### src/hw/rtl/udphc_pkg.sv
// Shared types and constants for the UDP header checksum builder.
package udphc_pkg;

  localparam int unsigned HDR_SUM_W = 20;

  localparam logic [15:0] HDR_BYTES = 16'd8;
  localparam logic [15:0] UDP_PROTO = 16'd17;
  localparam logic [15:0] CAP_RESET = 16'hFFFF;
  localparam logic [15:0] MASK16    = 16'hFFFF;

  typedef enum logic {
    KIND_START = 1'b0,
    KIND_BYTE  = 1'b1
  } kind_t;

  typedef enum logic {
    STATUS_OK       = 1'b0,
    STATUS_TOO_LONG = 1'b1
  } status_t;

  typedef struct packed {
    kind_t       kind;
    logic [31:0] source_address;
    logic [31:0] dest_address;
    logic [15:0] source_port;
    logic [15:0] dest_port;
    logic [15:0] payload_length;
    logic [7:0]  data_byte;
  } in_item_t;

  typedef struct packed {
    logic [63:0] header_word;
    logic [15:0] total_length;
    status_t     status;
  } out_item_t;

  // Registered item handed from the input stage to the checksum stage
  typedef struct packed {
    kind_t                 kind;
    logic                  too_long;
    logic [31:0]           port_pair;
    logic [15:0]           payload_length;
    logic [HDR_SUM_W-1:0]  hdr_sum;
    logic [7:0]            data_byte;
  } stage_item_t;

endpackage

### src/hw/rtl/udphc_front.sv
// Input stage: capacity register, length check and pseudo-header partial sum.
module udphc_front (
  input  logic                   clk,
  input  logic                   rst,
  input  logic                   cfg_we,
  input  logic [15:0]            cfg_wdata,
  input  logic                   in_valid,
  output logic                   in_ready,
  input  udphc_pkg::in_item_t    in_item,
  input  logic                   advance,
  output logic                   stage_valid,
  output udphc_pkg::stage_item_t stage_item
);
  import udphc_pkg::*;

  logic [15:0]          buffer_capacity;
  logic [16:0]          total_wide;
  logic [15:0]          total16;
  logic [HDR_SUM_W-1:0] sum_next;
  stage_item_t          stage_item_next;

  // Capacity register, to be written only while idle; the user must ensure this, the block does not enforce it
  always_ff @(posedge clk) begin
    if (rst) begin
      buffer_capacity <= CAP_RESET;
    end else if (cfg_we) begin
      buffer_capacity <= cfg_wdata;
    end
  end

  // Length check and raw sum of pseudo-header plus UDP header words
  always_comb begin
    total_wide = {1'b0, in_item.payload_length} + {1'b0, HDR_BYTES};
    total16    = total_wide[15:0];
    sum_next   = HDR_SUM_W'(in_item.source_address[31:16])
               + HDR_SUM_W'(in_item.source_address[15:0])
               + HDR_SUM_W'(in_item.dest_address[31:16])
               + HDR_SUM_W'(in_item.dest_address[15:0])
               + HDR_SUM_W'(UDP_PROTO)
               + HDR_SUM_W'(in_item.source_port)
               + HDR_SUM_W'(in_item.dest_port)
               + HDR_SUM_W'(total16)
               + HDR_SUM_W'(total16);
    stage_item_next.kind           = in_item.kind;
    stage_item_next.too_long       = (total_wide > {1'b0, buffer_capacity});
    stage_item_next.port_pair      = {in_item.source_port, in_item.dest_port};
    stage_item_next.payload_length = in_item.payload_length;
    stage_item_next.hdr_sum        = sum_next;
    stage_item_next.data_byte      = in_item.data_byte;
  end

  assign in_ready = !stage_valid || advance;

  // Stage valid flag
  always_ff @(posedge clk) begin
    if (rst) begin
      stage_valid <= 1'b0;
    end else if (in_ready) begin
      stage_valid <= in_valid;
    end
  end

  // Stage payload
  always_ff @(posedge clk) begin
    if (in_valid && in_ready) begin
      stage_item <= stage_item_next;
    end
  end

endmodule

### src/hw/rtl/udphc_core.sv
// Checksum stage: message state, ones-complement accumulator and result register.
module udphc_core (
  input  logic                   clk,
  input  logic                   rst,
  input  logic                   stage_valid,
  input  udphc_pkg::stage_item_t stage_item,
  output logic                   advance,
  output logic                   out_valid,
  input  logic                   out_ready,
  output udphc_pkg::out_item_t   out_item
);
  import udphc_pkg::*;

  logic        in_message;
  logic [15:0] running_sum;
  logic [15:0] bytes_seen;
  logic [15:0] expected_length;
  logic [31:0] port_pair;

  logic        in_message_next;
  logic [15:0] running_sum_next;
  logic [15:0] bytes_seen_next;
  logic [15:0] expected_length_next;
  logic [31:0] port_pair_next;

  logic        emit;
  out_item_t   out_item_next;

  logic [16:0] fold_a;
  logic [15:0] start_sum;
  logic [15:0] byte_word;
  logic [16:0] byte_add;
  logic [15:0] byte_sum;
  logic [15:0] final_sum;
  logic [15:0] checksum;
  logic [15:0] total16;

  assign advance = stage_valid && (!out_valid || out_ready);

  // Fold header sum and add the next payload byte with end-around carry
  always_comb begin
    fold_a    = {1'b0, stage_item.hdr_sum[15:0]}
              + 17'(stage_item.hdr_sum[HDR_SUM_W-1:16]);
    start_sum = fold_a[15:0] + 16'(fold_a[16]);
    byte_word = bytes_seen[0] ? {8'd0, stage_item.data_byte}
                              : {stage_item.data_byte, 8'd0};
    byte_add  = {1'b0, running_sum} + {1'b0, byte_word};
    byte_sum  = byte_add[15:0] + 16'(byte_add[16]);
  end

  // Next state and result
  always_comb begin
    in_message_next      = in_message;
    running_sum_next     = running_sum;
    bytes_seen_next      = bytes_seen;
    expected_length_next = expected_length;
    port_pair_next       = port_pair;
    emit                 = 1'b0;
    final_sum            = running_sum;
    out_item_next.status = STATUS_OK;

    if (advance) begin
      case (stage_item.kind)
        KIND_START: begin
          in_message_next = 1'b0;
          if (stage_item.too_long) begin
            emit                 = 1'b1;
            out_item_next.status = STATUS_TOO_LONG;
          end else begin
            running_sum_next     = start_sum;
            port_pair_next       = stage_item.port_pair;
            expected_length_next = stage_item.payload_length;
            bytes_seen_next      = 16'd0;
            final_sum            = start_sum;
            if (stage_item.payload_length == 16'd0) begin
              emit = 1'b1;
            end else begin
              in_message_next = 1'b1;
            end
          end
        end
        KIND_BYTE: begin
          if (in_message) begin
            running_sum_next = byte_sum;
            bytes_seen_next  = bytes_seen + 16'd1;
            final_sum        = byte_sum;
            if (bytes_seen_next == expected_length) begin
              emit            = 1'b1;
              in_message_next = 1'b0;
            end
          end
        end
        default: begin
          in_message_next = in_message;
        end
      endcase
    end

    // Complement, with zero sent as all ones
    checksum = ~final_sum;
    if (checksum == 16'd0) begin
      checksum = MASK16;
    end
    total16 = expected_length_next + HDR_BYTES;

    if (out_item_next.status == STATUS_TOO_LONG) begin
      out_item_next.header_word  = 64'd0;
      out_item_next.total_length = 16'd0;
    end else begin
      out_item_next.header_word  = {port_pair_next, total16, checksum};
      out_item_next.total_length = total16;
    end
  end

  // Message state
  always_ff @(posedge clk) begin
    if (rst) begin
      in_message      <= 1'b0;
      running_sum     <= 16'd0;
      bytes_seen      <= 16'd0;
      expected_length <= 16'd0;
      port_pair       <= 32'd0;
    end else begin
      in_message      <= in_message_next;
      running_sum     <= running_sum_next;
      bytes_seen      <= bytes_seen_next;
      expected_length <= expected_length_next;
      port_pair       <= port_pair_next;
    end
  end

  // Result valid: set on emit, drop once taken
  always_ff @(posedge clk) begin
    if (rst) begin
      out_valid <= 1'b0;
    end else if (emit) begin
      out_valid <= 1'b1;
    end else if (out_ready) begin
      out_valid <= 1'b0;
    end
  end

  // Result payload
  always_ff @(posedge clk) begin
    if (emit) begin
      out_item <= out_item_next;
    end
  end

endmodule

### src/hw/rtl/udp_header_checksum_builder.sv
// Top level of the UDP header builder with IPv4 pseudo-header checksum.
//
// Input channel (in_valid/in_ready/in_item): a start transaction carries the
// addresses, ports and payload length; byte transactions then carry the
// payload, one byte each. Output channel (out_valid/out_ready/out_item): one
// result per completed message, either the finished 8-byte header with its total
// length, or a too-long status if header plus payload exceeds the capacity.
// Configuration: cfg_we/cfg_wdata write the buffer capacity; write it only
// while no message is in flight.
// Result path: the transaction that completes a message (the last payload
// byte, or the start of an empty or oversized message) passes the input
// register and then the checksum stage, which registers the result.
// Throughput: one transaction per cycle while no result waits on out_ready.
// Reset: capacity returns to 65535, no message is open, both channels empty.
// Stall: while a result waits on out_ready, the checksum stage cannot advance;
// the input register then holds its transaction and in_ready drops, so the
// block takes at most one more transaction behind a stalled result.
module udp_header_checksum_builder (
  input  logic                 clk,
  input  logic                 rst,
  input  logic                 cfg_we,
  input  logic [15:0]          cfg_wdata,
  input  logic                 in_valid,
  output logic                 in_ready,
  input  udphc_pkg::in_item_t  in_item,
  output logic                 out_valid,
  input  logic                 out_ready,
  output udphc_pkg::out_item_t out_item
);
  import udphc_pkg::*;

  logic        stage_valid;
  logic        advance;
  stage_item_t stage_item;

  udphc_front u_front (
    .clk         (clk),
    .rst         (rst),
    .cfg_we      (cfg_we),
    .cfg_wdata   (cfg_wdata),
    .in_valid    (in_valid),
    .in_ready    (in_ready),
    .in_item     (in_item),
    .advance     (advance),
    .stage_valid (stage_valid),
    .stage_item  (stage_item)
  );

  udphc_core u_core (
    .clk         (clk),
    .rst         (rst),
    .stage_valid (stage_valid),
    .stage_item  (stage_item),
    .advance     (advance),
    .out_valid   (out_valid),
    .out_ready   (out_ready),
    .out_item    (out_item)
  );

`ifndef ASSERT_OFF
  // Input backpressure only comes from a stalled result
  a_ready_only_on_stall: assert property (@(posedge clk) disable iff (rst)
    !in_ready |-> (out_valid && !out_ready))
    else $error("in_ready low without a stalled result");

  // Too-long results carry no header
  a_error_zero: assert property (@(posedge clk) disable iff (rst)
    (out_valid && out_item.status == STATUS_TOO_LONG) |->
      (out_item.header_word == 64'd0 && out_item.total_length == 16'd0))
    else $error("too-long result with nonzero header");

  // Good results: nonzero checksum and consistent length
  a_ok_header: assert property (@(posedge clk) disable iff (rst)
    (out_valid && out_item.status == STATUS_OK) |->
      (out_item.header_word[15:0] != 16'd0 &&
       out_item.header_word[31:16] == out_item.total_length))
    else $error("malformed header in good result");

  // A fresh result never appears without a stage transaction behind it
  a_result_source: assert property (@(posedge clk) disable iff (rst)
    (out_valid && !$past(out_valid)) |-> $past(advance))
    else $error("result without a processed transaction");
`endif

endmodule

### config.mk
export PLATFORM = sky130hd
export DESIGN_NAME = udp_header_checksum_builder
export DESIGN_NICKNAME = d
export VERILOG_FILES = /design/src/hw/rtl/udphc_pkg.sv /design/src/hw/rtl/udphc_front.sv /design/src/hw/rtl/udphc_core.sv /design/src/hw/rtl/udp_header_checksum_builder.sv
export SDC_FILE = /design/constraint.sdc
export NUM_CORES = 1
export LEC_CHECK = 0
export ABC_AREA = 1
export BUFFER_PORTS_ARGS = -buffer_cell sky130_fd_sc_hd__buf_2
export CAP_MARGIN = 20
export CORE_ASPECT_RATIO = 1.25
export CORE_MARGIN = 2
export CORE_UTILIZATION = 50
export DETAILED_ROUTE_END_ITERATION = 10
export GPL_TIMING_DRIVEN = 0
export PLACE_DENSITY = 0.69
export SLEW_MARGIN = 20
export SYNTH_ARGS = -nofsm -noshare
export SYNTH_HDL_FRONTEND = slang
export SYNTH_SLANG_ARGS = --single-unit
### constraint.sdc
create_clock -name clk -period 16.55 [get_ports clk]
set_input_delay 1.655 -clock clk [delete_from_list [all_inputs] [get_ports clk]]
set_output_delay 1.655 -clock clk [all_outputs]
set_load 0.01 [all_outputs]
==> results.rst <==
.. list-table::
   :header-rows: 1

   * - Metric
     - Value
   * - H-tree depth
     - 1
   * - Kind of end point of the critical path
     - register
   * - 1st-pass router iterations
     - 5
   * - CP max FO
     - 4
   * - Initial cell density of the core
     - 50.9%
   * - Num ports
     - 225
   * - Clock slew at the register clock pins of the worst setup and hold paths
     - roughly 0.06 ns
   * - Shortest period the worst path allows
     - 6.80 ns
   * - Leading register cell type out of synthesis
     - edfxtp_1
   * - Ant diodes
     - 0
   * - Type of origin of the critical path
     - input pin
   * - Average detailed-routed wire length per instance
     - 16.4 um
   * - Routability Congestion
     - 0.911
   * - Post-synthesis average cell area
     - 8.36 um^2
   * - Number of enable-type register cells in the synthesized netlist
     - 143
   * - Avg Vias per Cell
     - between 5 and 6
   * - Hold buffers post-CTS
     - 0
   * - Buffer depth of the longest clock path
     - 3
   * - Net total in the final layout
     - 2,450
   * - Highest Clock Rate
     - 0.147 GHz
   * - Data required time of the critical path
     - 16.94 ns
   * - Num Clock Sinks
     - 242
   * - Total DRC errors in the routed layout
     - 0
   * - Number of buffers added for setup after CTS
     - 0
   * - Static leakage
     - 8.89 nW
   * - Wire length reported by the detailed router
     - 42,100 um
   * - Post-Route Utilization
     - between 50 and 60%
   * - Fraction of layout cells with a size suffix above 1
     - 17.3%
   * - Ratio of final minimum period to clock period
     - between 40% and 50%
   * - RSZ-0062 raised after global routing
     - false
   * - Area growth from synthesis to final layout
     - 16.3%
   * - Pin count of the biggest net entering global routing
     - 43
   * - Status
     - complete, no violations
   * - PD cells
     - ~130 nW/um^2
   * - Count of buffers inserted at the top-level ports
     - 223
   * - Die X-Extent
     - 163 um
   * - Max-slew violations
     - 0
   * - Synth top area cells
     - edfxtp_1 (27%), dfxtp_1 (13%), nand2_1 (9.1%), fa_1 (8.6%), inv_1 (7.7%)
   * - Number of global-route vias before repair
     - around 13,000
   * - Clock tree from TritonCTS
     - done
   * - Number of core rows
     - 72
   * - Global-route usage over all layers
     - around a quarter
   * - Clock root buffer
     - clkbuf_16
   * - Worst-margin pin slew
     - 1.05 ns
   * - Core Region
     - just over 30,000 um^2
   * - Post-Synthesis Net Count
     - 2,197
   * - Kind of critical path
     - input pin to register
   * - Initial antenna violation count
     - 0
   * - # resized after CTS
     - 0
   * - Insertion delay of the later-clocked pin in the worst-skew pair
     - 0.56 ns
   * - Worst clock skew
     - 0.0131 ns
   * - Top cell type's share of synthesized area
     - 27.2%
   * - Share of flip-flops with an asynchronous set or reset
     - 0%
   * - Number of instances in the synthesized netlist
     - between 1,500 and 2,000
   * - Max-Cap Viols
     - 0
   * - Worst relative slew slack
     - 29.9%
   * - Slowest stage cell, crit path
     - fa_1
   * - Synth Warn #
     - 0
   * - Cell taking the most area after synthesis
     - edfxtp_1
   * - Die Span Y
     - 203 um
   * - Tightest Hold Check Type
     - register to register
   * - Count of unique library cells instantiated by Yosys
     - 51
   * - Number of failing setup endpoints in the final timing report
     - 0
   * - Register area share after synthesis
     - 39.7%
   * - Hold Violations, Final
     - 0
   * - Setup TNS
     - 0 ns
   * - Detailed router's first-iteration violation count
     - 714
   * - Via count
     - 13,100
   * - Congestion Overflow GR
     - 0
   * - Global-route wire length before repair
     - 65,600 um
   * - Crit path top cell by count
     - inv_1
   * - Total Power
     - roughly 2.4 mW
   * - Area of the die
     - approximately 33,000 um^2
   * - Post-DP HPWL
     - 34,400 um
   * - CP Data Arrival Time
     - 7.19 ns
   * - Max stage delay on crit path
     - 0.52 ns
   * - CTS Buf Count
     - 26
   * - Post-synth design cell area
     - between 15,000 and 20,000 um^2
   * - Smallest hold slack
     - 0.484 ns
   * - Number of register bits inferred by synthesis
     - 242
   * - Number of nets still failing antenna checks after routing
     - 0
   * - Highest ir drop seen on vdd
     - 0.0911 mV
## metrics by stage
stage	std cells	worst slack, ns	instance area, um^2
global placement	2521	9.30	17400
floorplan	1891	9.88	15800
CTS	2571	9.81	18400
detailed placement	2523	9.24	17500
finish	2571	9.75	18400
global route	2571	9.19	18400
## where the power goes
part           internal (mW)  leakage (nW)  switching [mW]
registers              0.742          2.14          0.0329
logic                  0.382          6.32           0.591
clock network          0.362         0.429           0.247
## cell families after synthesis
logic type / count (synthesis) / share of synthesized area, %
xor gates and xnor gates: 52 / 2.88
muxes: 32 / 2.03
and+or+nand+nor: 797 / 22.0
adders and majority gates: 164 / 16.2
buffers and inverters: 392 / 9.87
AOI/OAI and AO/OA: 212 / 7.37
DFF: 242 / 39.7
## path summary, 6_finish.rpt
check / depth (start not counted) / end / startpoint / slack (ns)
hold / removal: 2 / u_front.buffer_capacity[0] / u_front.buffer_capacity[0] / 0.48
hold reg to reg: 2 / u_front.buffer_capacity[0] / u_front.buffer_capacity[0] / 0.48
setup / recovery: 30 / u_front.stage_item[25] / in_item[88] / 9.75
setup reg to reg: 33 / u_core.out_item[27] / u_core.bytes_seen[0] / 11.16
## metal layers
metal  GRT usage, %  share of wire [%]  routed length, um  vias up
met2           44.9                 49              20400      413
met4           14.1                5.9               2500        0
met3           4.17                6.6               2760      110
met1           29.8                 39              16400     6048
met5              0                  0                  0        -
li1               -                  -                  -     6571
## worst max-delay path, delay by kind of cell
kind,cells,cell delay [ns]
XOR/XNOR,2,0.34
buffers and inverters,6,0.39
adder cells (fa/ha/maj),7,2.55
AO/OA/AOI/OAI,8,1.57
AND/OR/NAND/NOR,7,0.66
## cell usage in the layout (no fill, tap or decap), types with 30 or more instances in the layout
cell | synthesis | layout
ha_1 | 96 | 96
nor2_1 | 190 | 190
dfxtp_1 | 99 | 99
nand2_1 | 384 | 384
mux2i_1 | 32 | 32
clkbuf_1 | 24 | 30
a21oi_1 | 112 | 112
edfxtp_1 | 143 | 143
xor2_1 | 43 | 43
nand3_1 | 103 | 103
buf_2 | 3 | 226
fa_1 | 68 | 68
o21ai_0 | 60 | 60
inv_1 | 323 | 321
## Yosys cell counts, types with 2 or more instances
cell type,n
a211oi_1,5
a21oi_1,112
a21oi_2,11
a31oi_1,2
buf_1,6
buf_2,3
buf_4,16
buf_6,2
clkbuf_1,24
dfxtp_1,99
edfxtp_1,143
fa_1,68
ha_1,96
inv_1,323
inv_2,15
mux2i_1,32
nand2_1,384
nand2_2,19
nand3_1,103
nand3_2,9
nand3b_1,6
nand4_1,25
nor2_1,190
nor2_2,12
nor2_4,4
nor3_1,22
nor3_2,2
nor4_1,6
o211ai_1,3
o21ai_0,60
o21ai_1,4
o21bai_1,6
o22ai_1,2
or2_1,2
or2_2,9
xnor2_1,9
xor2_1,43
## layout make-up
cell class | instances | area, um^2
Inverter | 341 | 1290
Clock inverter | 14 | 193
Timing Repair Buffer | 225 | 1160
Buffer | 51 | 270
Sequential cell | 242 | 6280
Fill cell | 2818 | 12700
Multi-Input combinational cell | 1257 | 7980
Clock buffer | 34 | 701
Tap cell | 407 | 509
## state kept, by name, indices dropped and copies added, names as in the netlist
register and flops:
u_core.out_item 65, u_core.in_message 1, u_core.running_sum 16, u_core.bytes_seen 16
u_core.port_pair 32, u_front.stage_item 78, u_front.stage_valid 1, u_front.buffer_capacity 16
u_core.expected_length 16, u_core.out_valid 1
No activity file was read; power rests on OpenSTA's default activity.
